### config.mk
export PLATFORM = sky130hd
export DESIGN_NAME = keyboard_mouse_event_fifo_port_top
export DESIGN_NICKNAME = d
export VERILOG_FILES = /design/src/rtl/core/kmefp_pkg.sv /design/src/rtl/core/kmefp_ram.sv /design/src/rtl/core/kmefp_ctrl.sv /design/src/rtl/core/kmefp_dp.sv /design/src/rtl/core/keyboard_mouse_event_fifo_port_top.sv
export SDC_FILE = /design/constraint.sdc
export NUM_CORES = 1
export LEC_CHECK = 0
export ABC_AREA = 0
export BUFFER_PORTS_ARGS = -buffer_cell sky130_fd_sc_hd__buf_2
export CORE_ASPECT_RATIO = 0.8
export CORE_MARGIN = 3
export CORE_UTILIZATION = 55
export DETAILED_ROUTE_END_ITERATION = 7
export PLACE_DENSITY = 0.71
export SYNTH_ARGS = -nofsm -noshare
export SYNTH_HDL_FRONTEND = slang
export SYNTH_SLANG_ARGS = --single-unit
### constraint.sdc
create_clock -name clk -period 3.5 [get_ports clk]
set_clock_uncertainty 0.1 [all_clocks]
set_input_delay 0 -clock clk [delete_from_list [all_inputs] [get_ports clk]]
set_output_delay 0 -clock clk [all_outputs]
set_load 0.01 [all_outputs]
### src/rtl/core/kmefp_pkg.sv
// ----------------------------------------------------------------------------
// kmefp_pkg
// Shared types and constants of the keyboard / mouse event FIFO port.
// ----------------------------------------------------------------------------
package kmefp_pkg;

	localparam int QUEUE_DEPTH_DEF = 32;

	localparam logic [1:0] ACT_KEY   = 2'd0;
	localparam logic [1:0] ACT_MOUSE = 2'd1;
	localparam logic [1:0] ACT_READ  = 2'd2;
	localparam logic [1:0] ACT_WRITE = 2'd3;

	localparam logic [7:0] PORT_KEY   = 8'h10;
	localparam logic [7:0] PORT_MOUSE = 8'h11;

	localparam int KEY_W   = 8;
	localparam int MOUSE_W = 32;

	typedef struct packed {
		logic [1:0]        action;
		logic [5:0]        key_code;
		logic              key_released;
		logic signed [7:0] motion_x;
		logic signed [7:0] motion_y;
		logic [15:0]       button_bits;
		logic [7:0]        port_number;
	} in_word_t;

	typedef struct packed {
		logic [31:0] read_data;
		logic        read_handled;
		logic        key_irq;
		logic        mouse_irq;
	} out_word_t;

	typedef struct packed {
		logic exec;
		logic load_data;
	} ctrl_cmd_t;

	typedef struct packed {
		logic pop_hit;
	} dp_sts_t;

endpackage

### src/rtl/core/kmefp_ram.sv
// ----------------------------------------------------------------------------
// kmefp_ram
// Generic single-write, single-read RAM with registered read data.
// ----------------------------------------------------------------------------
module kmefp_ram #(
	parameter int WIDTH = 8,
	parameter int DEPTH = 32
) (
	input  logic                     clk,
	input  logic                     we,
	input  logic [$clog2(DEPTH)-1:0] waddr,
	input  logic [WIDTH-1:0]         wdata,
	input  logic                     re,
	input  logic [$clog2(DEPTH)-1:0] raddr,
	output logic [WIDTH-1:0]         rdata
);

	logic [WIDTH-1:0] mem_q [DEPTH];

	always_ff @(posedge clk) begin
		if (we) begin
			mem_q[waddr] <= wdata;
		end
		if (re) begin
			rdata <= mem_q[raddr];
		end
	end

endmodule

### src/rtl/core/kmefp_ctrl.sv
// ----------------------------------------------------------------------------
// kmefp_ctrl
// Controller: accept a word, wait on a queue read, hold the result word.
// ----------------------------------------------------------------------------
module kmefp_ctrl (
	input  logic                 clk,
	input  logic                 arst_n,
	input  logic                 in_valid,
	output logic                 in_stall,
	output logic                 out_valid,
	input  logic                 out_stall,
	input  kmefp_pkg::dp_sts_t   sts,
	output kmefp_pkg::ctrl_cmd_t cmd
);

	typedef enum logic [2:0] {
		S_IDLE = 3'b001,
		S_READ = 3'b010,
		S_OUT  = 3'b100
	} state_t;

	state_t state_q;
	state_t state_d;

	always_comb begin
		state_d       = state_q;
		cmd.exec      = 1'b0;
		cmd.load_data = 1'b0;
		unique case (state_q)
			S_IDLE: begin
				if (in_valid) begin
					cmd.exec = 1'b1;
					state_d  = sts.pop_hit ? S_READ : S_OUT;
				end
			end
			S_READ: begin
				cmd.load_data = 1'b1;
				state_d       = S_OUT;
			end
			S_OUT: begin
				if (!out_stall) begin
					state_d = S_IDLE;
				end
			end
			default: begin
				state_d = S_IDLE;
			end
		endcase
	end

	always_ff @(posedge clk or negedge arst_n) begin
		if (!arst_n) begin
			state_q <= S_IDLE;
		end else begin
			state_q <= state_d;
		end
	end

	assign in_stall  = (state_q != S_IDLE);
	assign out_valid = (state_q == S_OUT);

endmodule

### src/rtl/core/kmefp_dp.sv
// ----------------------------------------------------------------------------
// kmefp_dp
// Datapath: queue pointers, key and mouse event queues, result word register.
// ----------------------------------------------------------------------------
module kmefp_dp #(
	parameter int QUEUE_DEPTH = kmefp_pkg::QUEUE_DEPTH_DEF
) (
	input  logic                 clk,
	input  logic                 arst_n,
	input  kmefp_pkg::in_word_t  in_word,
	input  kmefp_pkg::ctrl_cmd_t cmd,
	output kmefp_pkg::dp_sts_t   sts,
	output kmefp_pkg::out_word_t out_word
);

	localparam int PTR_W = $clog2(QUEUE_DEPTH);
	localparam logic [PTR_W-1:0] LAST = PTR_W'(QUEUE_DEPTH - 1);

	function automatic logic [PTR_W-1:0] adv(input logic [PTR_W-1:0] p);
		return (p == LAST) ? '0 : p + PTR_W'(1);
	endfunction

	logic [PTR_W-1:0] key_head_q, key_tail_q, mouse_head_q, mouse_tail_q;
	logic [PTR_W-1:0] key_tail_nx, mouse_tail_nx;
	logic             is_key, is_mouse, rd_key, rd_mouse, pop_key, pop_mouse;
	logic             sel_mouse_q;
	logic [kmefp_pkg::KEY_W-1:0]   key_byte, key_rdata;
	logic [kmefp_pkg::MOUSE_W-1:0] mouse_wordv, mouse_rdata;
	kmefp_pkg::out_word_t          res_q;

	assign is_key   = (in_word.action == kmefp_pkg::ACT_KEY);
	assign is_mouse = (in_word.action == kmefp_pkg::ACT_MOUSE);
	assign rd_key   = (in_word.action == kmefp_pkg::ACT_READ)
	                  && (in_word.port_number == kmefp_pkg::PORT_KEY);
	assign rd_mouse = (in_word.action == kmefp_pkg::ACT_READ)
	                  && (in_word.port_number == kmefp_pkg::PORT_MOUSE);
	assign pop_key   = rd_key && (key_head_q != key_tail_q);
	assign pop_mouse = rd_mouse && (mouse_head_q != mouse_tail_q);
	assign sts.pop_hit = pop_key || pop_mouse;

	assign key_byte = in_word.key_released
	                  ? (8'd0 - {2'b00, in_word.key_code})
	                  : {2'b00, in_word.key_code};
	assign mouse_wordv = {in_word.button_bits, in_word.motion_y, in_word.motion_x};

	assign key_tail_nx   = adv(key_tail_q);
	assign mouse_tail_nx = adv(mouse_tail_q);

	kmefp_ram #(
		.WIDTH (kmefp_pkg::KEY_W),
		.DEPTH (QUEUE_DEPTH)
	) u_key_ram (
		.clk   (clk),
		.we    (cmd.exec && is_key),
		.waddr (key_tail_q),
		.wdata (key_byte),
		.re    (cmd.exec && pop_key),
		.raddr (key_head_q),
		.rdata (key_rdata)
	);

	kmefp_ram #(
		.WIDTH (kmefp_pkg::MOUSE_W),
		.DEPTH (QUEUE_DEPTH)
	) u_mouse_ram (
		.clk   (clk),
		.we    (cmd.exec && is_mouse),
		.waddr (mouse_tail_q),
		.wdata (mouse_wordv),
		.re    (cmd.exec && pop_mouse),
		.raddr (mouse_head_q),
		.rdata (mouse_rdata)
	);

	always_ff @(posedge clk or negedge arst_n) begin
		if (!arst_n) begin
			key_head_q   <= '0;
			key_tail_q   <= '0;
			mouse_head_q <= '0;
			mouse_tail_q <= '0;
		end else if (cmd.exec) begin
			if (is_key) begin
				if (key_tail_nx == key_head_q) begin
					key_head_q <= '0;
					key_tail_q <= '0;
				end else begin
					key_tail_q <= key_tail_nx;
				end
			end
			if (is_mouse) begin
				if (mouse_tail_nx == mouse_head_q) begin
					mouse_head_q <= '0;
					mouse_tail_q <= '0;
				end else begin
					mouse_tail_q <= mouse_tail_nx;
				end
			end
			if (pop_key) begin
				key_head_q <= adv(key_head_q);
			end
			if (pop_mouse) begin
				mouse_head_q <= adv(mouse_head_q);
			end
		end
	end

	always_ff @(posedge clk) begin
		if (cmd.exec) begin
			res_q.read_data    <= '0;
			res_q.read_handled <= rd_key || rd_mouse;
			res_q.key_irq      <= is_key;
			res_q.mouse_irq    <= is_mouse;
			sel_mouse_q        <= rd_mouse;
		end else if (cmd.load_data) begin
			res_q.read_data <= sel_mouse_q ? mouse_rdata : {24'd0, key_rdata};
		end
	end

	assign out_word = res_q;

endmodule

### src/rtl/core/keyboard_mouse_event_fifo_port_top.sv
// ----------------------------------------------------------------------------
// keyboard_mouse_event_fifo_port_top
// Keyboard and mouse event queues with a bus read port that pops them.
// ----------------------------------------------------------------------------
//  channel | valid     | stall     | word
//  input   | in_valid  | in_stall  | in_word  (kmefp_pkg::in_word_t)
//  output  | out_valid | out_stall | out_word (kmefp_pkg::out_word_t)
//
//  An event, a write or a read that finds nothing to pop presents its result
//  in the cycle after accept; a read that pops passes through S_READ first,
//  for the registered queue RAM read, and is presented from S_OUT. One word
//  is in flight at a time; the next is accepted in the cycle after the result
//  is taken. in_stall stays high while a result waits. Reset empties both
//  queues at once, with no clearing pass.
// ----------------------------------------------------------------------------
module keyboard_mouse_event_fifo_port_top #(
	parameter int QUEUE_DEPTH = kmefp_pkg::QUEUE_DEPTH_DEF
) (
	input  logic                 clk,
	input  logic                 arst_n,
	input  logic                 in_valid,
	output logic                 in_stall,
	input  kmefp_pkg::in_word_t  in_word,
	output logic                 out_valid,
	input  logic                 out_stall,
	output kmefp_pkg::out_word_t out_word
);

	kmefp_pkg::ctrl_cmd_t cmd;
	kmefp_pkg::dp_sts_t   sts;

	kmefp_ctrl u_ctrl (
		.clk       (clk),
		.arst_n    (arst_n),
		.in_valid  (in_valid),
		.in_stall  (in_stall),
		.out_valid (out_valid),
		.out_stall (out_stall),
		.sts       (sts),
		.cmd       (cmd)
	);

	kmefp_dp #(
		.QUEUE_DEPTH (QUEUE_DEPTH)
	) u_dp (
		.clk      (clk),
		.arst_n   (arst_n),
		.in_word  (in_word),
		.cmd      (cmd),
		.sts      (sts),
		.out_word (out_word)
	);

endmodule

# [Word-level counts from Yosys, hierarchy flattened]
# Memories as Yosys holds them, arrays and structs flattened. A register that Yosys moved wholly into a read port is not among the register bits.
# Cells that the tools add are included.
[op_classes] add_sub_neg=5 n_mul=0 div_mod_pow=0 order_cmp=0 n_eq_ne=18 n_shift=0 muxes=25 bitwise_logic=0 reduce_logical=20
[ops] cell="2-to-1 mux 5 bit" count=12
[ops] cell="2-to-1 mux 32 bit" count=1
[ops] cell="adder 5 x 1 -> 5 bit, second input constant" count=4
[ops] cell="equality test 5 bit, second input constant" count=4
[ops] cell="equality test 8 x 5 -> 1 bit, second input constant" count=2
[ops] cell="equality test 5 bit" count=2
[ops] cell="inequality test 5 bit" count=2
[ops] cell="2-to-1 mux 3 bit" count=3
[ops] cell="case mux 3 bit (3 select lines)" count=1
[ops] cell="logical AND 1 bit" count=8
[ops] cell="2-to-1 mux 8 bit" count=1
[ops] cell="nonzero test 2 bit" count=4
[ops] cell="2-to-1 mux 1 bit" count=7
[ops] cell="subtractor 1 x 6 -> 7 bit, first input constant" count=1
[ops] cell="AND reduction 2 bit" count=3
[ops] cell="AND reduction 3 bit" count=2
[ops] cell="inequality test 2 bit, second input constant" count=2
[ops] cell="equality test 3 x 1 -> 1 bit, second input constant" count=1
[ops] cell="equality test 3 x 2 -> 1 bit, second input constant" count=1
[ops] cell="equality test 3 bit, second input constant" count=1
[ops] cell="inequality test 3 x 1 -> 1 bit, second input constant" count=1
[ops] cell="equality test 2 x 1 -> 1 bit, second input constant" count=1
[ops] cell="equality test 2 bit, second input constant" count=1
[ops] cell="zero test 2 bit" count=1
[ops] cell="logical OR 1 bit" count=2
[totals] reg_bits=59 latch_bits=0 ram_bits=1280 romBits=0 inputBits=53 wordCells=80 n_memories=2
[memory_table] name="u_dp.u_mouse_ram.mem_q" words=32 width=32 rd=1 rd_clocked_by_memory_dff=1 wr=1 line_no="kmefp_ram.sv:18" source="logic [WIDTH-1:0] mem_q [DEPTH];"
[memory_table] name="u_dp.u_key_ram.mem_q" words=32 width=8 rd=1 rd_clocked_by_memory_dff=1 wr=1 line_no="kmefp_ram.sv:18"

# [Logic depth before layout (Yosys ltp)]
[depth] word_depth=7 ltp_mapped=10 ltp_nobuf=8

# [Cells and area by module]
# From an unflattened synthesis, not the netlist that was laid out.
[unflattened] hier_cells=3034 area_unflattened_um2=54123.2
[modules_own_cells] module="kmefp_ram at u_dp.u_mouse_ram" instances=1 cells_each=2260 area_each_um2=40805.4 seq_area_each_um2=31710.4
[modules_own_cells] module="kmefp_ram at u_dp.u_key_ram" instances=1 cells_each=417 area_each_um2=10133.5 seq_area_each_um2=7927.6
[modules_own_cells] module="kmefp_dp" instances=1 cells_each=343 area_each_um2=3030.4 seq_area_each_um2=1261.2
[modules_own_cells] module="kmefp_ctrl" instances=1 cells_each=14 area_each_um2=153.9 seq_area_each_um2=76.3

# [Least setup slack after synthesis]
# OpenSTA, ideal clock, no wires.
[synth_timing] path_kind="reg-to-reg" from="register u_ctrl.state_q[0]" to="memory u_dp.u_mouse_ram.mem_q[29][0] (netlist name), enable pin" t_arrival_ps=2552 t_required_ps=2979 setup_slack_ps=426 stages_incl_launch_ff=6 n_path_buf=0 period_less_slack_ps=3074 path_cell_list="dfstp_2 > nand3_1 > inv_2 > and2_1 > nand2_1 > nor2_1"
[synth_via] elab_chain_len=5
[synth_rtl] item="from (decl)" line_no="kmefp_ctrl.sv:22" source="state_t state_q;"
[synth_rtl] item="from (signal assigned)" line_no="kmefp_ctrl.sv:55" source="state_q <= state_d;"
[synth_rtl] item="equality test 3 x 1 -> 1 bit" line_no="kmefp_ctrl.sv:29" source="unique case (state_q)"
[synth_rtl] item="2-to-1 mux 1 bit" line_no="kmefp_ctrl.sv:29"
[synth_rtl] item="logical AND 1 bit" line_no="kmefp_dp.sv:67" source=".we (cmd.exec && is_mouse),"
[synth_rtl] item="2-to-1 mux 1 bit" line_no="kmefp_ram.sv:21" source="if (we) begin"
[synth_rtl] item="2-to-1 mux 1 bit (implied by the code)" line_no="kmefp_ram.sv:22" source="mem_q[waddr] <= wdata;"
[synth_rtl] item="to (decl)" line_no="kmefp_ram.sv:18"
# No other way between the ends.

# [Worst setup path after layout]
[layout_timing] from="input in_word[47] (netlist name)" to="register u_dp.u_mouse_ram.rdata[4], read port of u_dp.u_mouse_ram.mem_q, enable pin"
[layout_via] elab_chain_len=4
[layout_rtl] item="from (decl)" line_no="keyboard_mouse_event_fifo_port_top.sv:23" source="input kmefp_pkg::in_word_t in_word,"
[layout_rtl] item="equality test 2 bit" line_no="kmefp_dp.sv:35" source="assign rd_mouse = (in_word.action == kmefp_pkg::ACT_READ)"
[layout_rtl] item="logical AND 1 bit" line_no="kmefp_dp.sv:36" source="&& (in_word.port_number == kmefp_pkg::PORT_MOUSE);"
[layout_rtl] item="net u_dp.rd_mouse" line_no="kmefp_dp.sv:25" source="logic is_key, is_mouse, rd_key, rd_mouse, pop_key, pop_mouse;"
[layout_rtl] item="logical AND 1 bit" line_no="kmefp_dp.sv:38" source="assign pop_mouse = rd_mouse && (mouse_head_q != mouse_tail_q);"
[layout_rtl] item="logical AND 1 bit" line_no="kmefp_dp.sv:70" source=".re (cmd.exec && pop_mouse),"
[layout_rtl] item="net u_dp.u_mouse_ram.re" line_no="kmefp_ram.sv:13" source="input logic re,"
[layout_rtl] item="to (decl)" line_no="kmefp_ram.sv:15" source="output logic [WIDTH-1:0] rdata"
# The timed path passes the listed nets, and every way through them passes these cells.
# A chain may end at the register's enable or synchronous reset.

==> results.ini <==
[yosys]
synth-edff-count=1291
ys_seq_area_frac=0.771
ys_types=52
synth_area_um2=51900
synth_ff_type=edfxtp_1
async_flop_share=0.0171
syn_nets=2355
yosys-top-cells-area=edfxtp_1, mux4_2, dfxtp_1, dfrtp_1, mux2_2
synth_top_area_share=0.747
syn_area_per_cell_um2=22.7
ys_seq_elements=1346
yosysWarnings=0
syn_inst=2287
synth_largest_area_cell=edfxtp_1

[setup_path]
path_buf_inv=6
critPathSlowestCell=dlygate4sd3_1
r2r_slack_ns=0.54
critPathKind=primary input to flip-flop
start_kind=primary input
ff2ff_path_depth=4
cp-end-kind=flip-flop
crit_fanout=24
cpMostUsedCell=dlygate4sd3_1
cp_top_family=buffers and inverters
cp.depth=9
path_cells=dlygate4sd3_1 -> buf_2 -> or3b_2 -> dlygate4sd3_1 -> nor4_2 -> dlygate4sd3_1 -> o311ai_1 -> inv_2 -> buf_12
cp_slowest_stage_delay_ns=0.67
crit_arrival_ns=3.39
required_ns=3.76

[placed_design]
portBuffers=89
dp_cells=3589
place.detailed.hpwl_um=68600
place.gp.congestion=0.862

[timing]
fin_tns_setup_ns=0
fmax_ghz=0.320
hold_slack_ns=0.146
rsz0062_at_grt=no
period_needed_ns=3.13
maxSlewViolCount=0
worst_slew_margin_rel=0.355
finalHoldViolations=0
finalSetupViolations=0
period_share=0.894
tightest_slew_ns=0.968

[global_routing]
overflow=0
grt_use_total=0.258
grt_pass1_vias=25400
grt_pass1_wl_um=179000
grt_start_max_net_pins=70
antenna_found_initial=2

[clock_network]
clock_path_buffers=3
clk_latency_ns=0.71
cts_num_sinks=1346
cts_tree=done
clkTransAtPathRegs_ns=0.06
htree_levels=3
numCtsBuffers=120
cts.repair.resized=0
cts_root_buffer=clkbuf_16

[run]
maxCapViolCount=0

[power_and_ir_drop]
p_switching_uw=7800
p_comb_frac=0.081
p_per_area_nw_per_um2=586
intPower_uw=27200
p_sw_frac=0.223
p_clk_frac=0.398
p_seq_frac=0.521
ir_drop_uv=462
p_leak_uw=0.0185

[outcome]
status=finished clean

[routing]
dr.pass1.iters=7
ant_nets=0
drtIter0Drc=3055
vias_per_cell=6.51
drc=0
wire_per_inst_um=31.9
routed_wl_um=124000
vias=25200

[final_layout]
final_cells=3874
layout.nets=2611
final_common_cell=edfxtp_1
area_delta_synth_final_pct=15.2
final_cell_mix=edfxtp_1, mux4_2, clkbuf_16
drive_gt1_frac=0.326

[die]
die_area_um2=98100
die_h_um=281
die_x_um=349
pin_count=90
rows=100
core_area_um2=93200
start_util=0.557

[hold_path]
hold_class=primary input to flip-flop
holdPathStages=2

==> what timing repair did <==
item,4_1_cts,5_1_grt
setup buffers,0,0
hold buffers,56,0
endpoints found under the hold margin,1298,0
==> sequential cells by signal (all words and copies together) (netlist names), 5 cells and up <==
signal / flops
u_dp.key_head_q: 5
u_dp.key_tail_q: 5
u_dp.mouse_head_q: 5
u_dp.mouse_tail_q: 5
u_dp.out_word: 35
u_dp.u_key_ram.mem_q: 224
u_dp.u_key_ram.rdata: 7
u_dp.u_mouse_ram.mem_q: 1024
u_dp.u_mouse_ram.rdata: 32
==> synthesized netlist by cell type, types with 2 or more instances <==
library cell and n:
o2bb2ai_1 2, mux4_2 390, buf_4 18, inv_2 4, o21ai_1 9, or2_1 2, o21a_1 2, or3b_1 3
xor2_1 6, clkbuf_1 71, buf_1 9, nand4_1 2, o31ai_1 7, edfxtp_1 1291, nand3_1 38, nor2b_1 4
and2_1 2, mux2i_1 9, inv_1 11, dfrtp_1 22, xnor2_1 17, nor3b_1 2, buf_6 2, mux2_2 32
ha_1 15, o21ai_0 6, nor2_1 91, dfxtp_1 32, a21oi_1 27, nand2_1 78, o22ai_1 3, nor3_1 12
or3_1 8, buf_2 20, and3_1 4, nand3b_1 8, a211oi_1 8, o211ai_1 3, nand2b_1 4
==> logic make-up after synthesis <==
| kind of cell | synth area share |
|---|---|
| AOI/OAI and AO/OA | 0.00866 |
| xor gates and xnor gates | 0.00388 |
| adders and majority gates | 0.00362 |
| buffers and inverters | 0.0119 |
| DFF | 0.771 |
| muxes | 0.178 |
| and+or+nand+nor | 0.0231 |
==> worst register-to-register path, stage by stage (launching register included) <==
cell	delay [ns]
dfrtp_4	0.81
buf_12	0.40
mux4_2	0.64
mux4_2	0.49
mux2_2	0.27
==> power by group through the flow <==
stage | logic, µW | clock network [µW] | registers [µW]
floorplan | 1940 | 0 | 18300
global placement | 2670 | 0 | 18600
detailed placement | 2740 | 0 | 18600
CTS | 2810 | 14100 | 18200
global route | 3050 | 14800 | 18300
finish | 2840 | 13900 | 18200
==> per-stage QoR <==
stage	cell area [µm²]	setup WS, ns	total power [µW]	utilization
6_report	59700	0.372	35000	0.641
5_1_grt	59700	0.311	36100	0.641
4_1_cts	59700	0.471	35200	0.641
3_5_place_dp	54900	0.548	21300	0.589
3_3_place_gp	54900	0.579	21200	0.589
2_1_floorplan	51900	0.426	20200	-
==> layer usage <==
metal | global-route usage | vias to the layer above | part of all wire
li1 | - | 10100 | -
met1 | 0.380 | 13400 | 0.40
met2 | 0.385 | 1445 | 0.46
met3 | 0.0778 | 203 | 0.12
met4 | 0.0634 | 0 | 0.025
met5 | 0 | - | 0
==> final cells by class <==
type / instances / area [µm²]
Multi-Input combinational cell: 805 / 11600
Clock inverter: 78 / 997
Timing Repair Buffer: 255 / 2370
Sequential cell: 1346 / 40000
Inverter: 15 / 56.3
Antenna cell: 1 / 2.50
Fill cell: 6009 / 33500
Tap cell: 1224 / 1530
Clock buffer: 150 / 3230
==> final timing paths <==
path	from	end
max	in_word[47]	u_dp.u_mouse_ram.rdata[4]$_DFFE_PP_
min	in_word[41]	u_dp.u_key_ram.mem_q[1][0]$_DFFE_PP_
max reg2reg	u_dp.mouse_head_q[0]$_DFFE_PN0P_	u_dp.u_mouse_ram.rdata[25]$_DFFE_PP_
min reg2reg	u_dp.out_word[22]$_SDFFE_PP0N_	u_dp.out_word[22]$_SDFFE_PP0N_
max in group asynchronous	arst_n	u_dp.mouse_head_q[2]$_DFFE_PN0P_
min in group asynchronous	arst_n	u_dp.key_tail_q[3]$_DFFE_PN0P_
No activity file was read; power rests on OpenSTA's default activity.
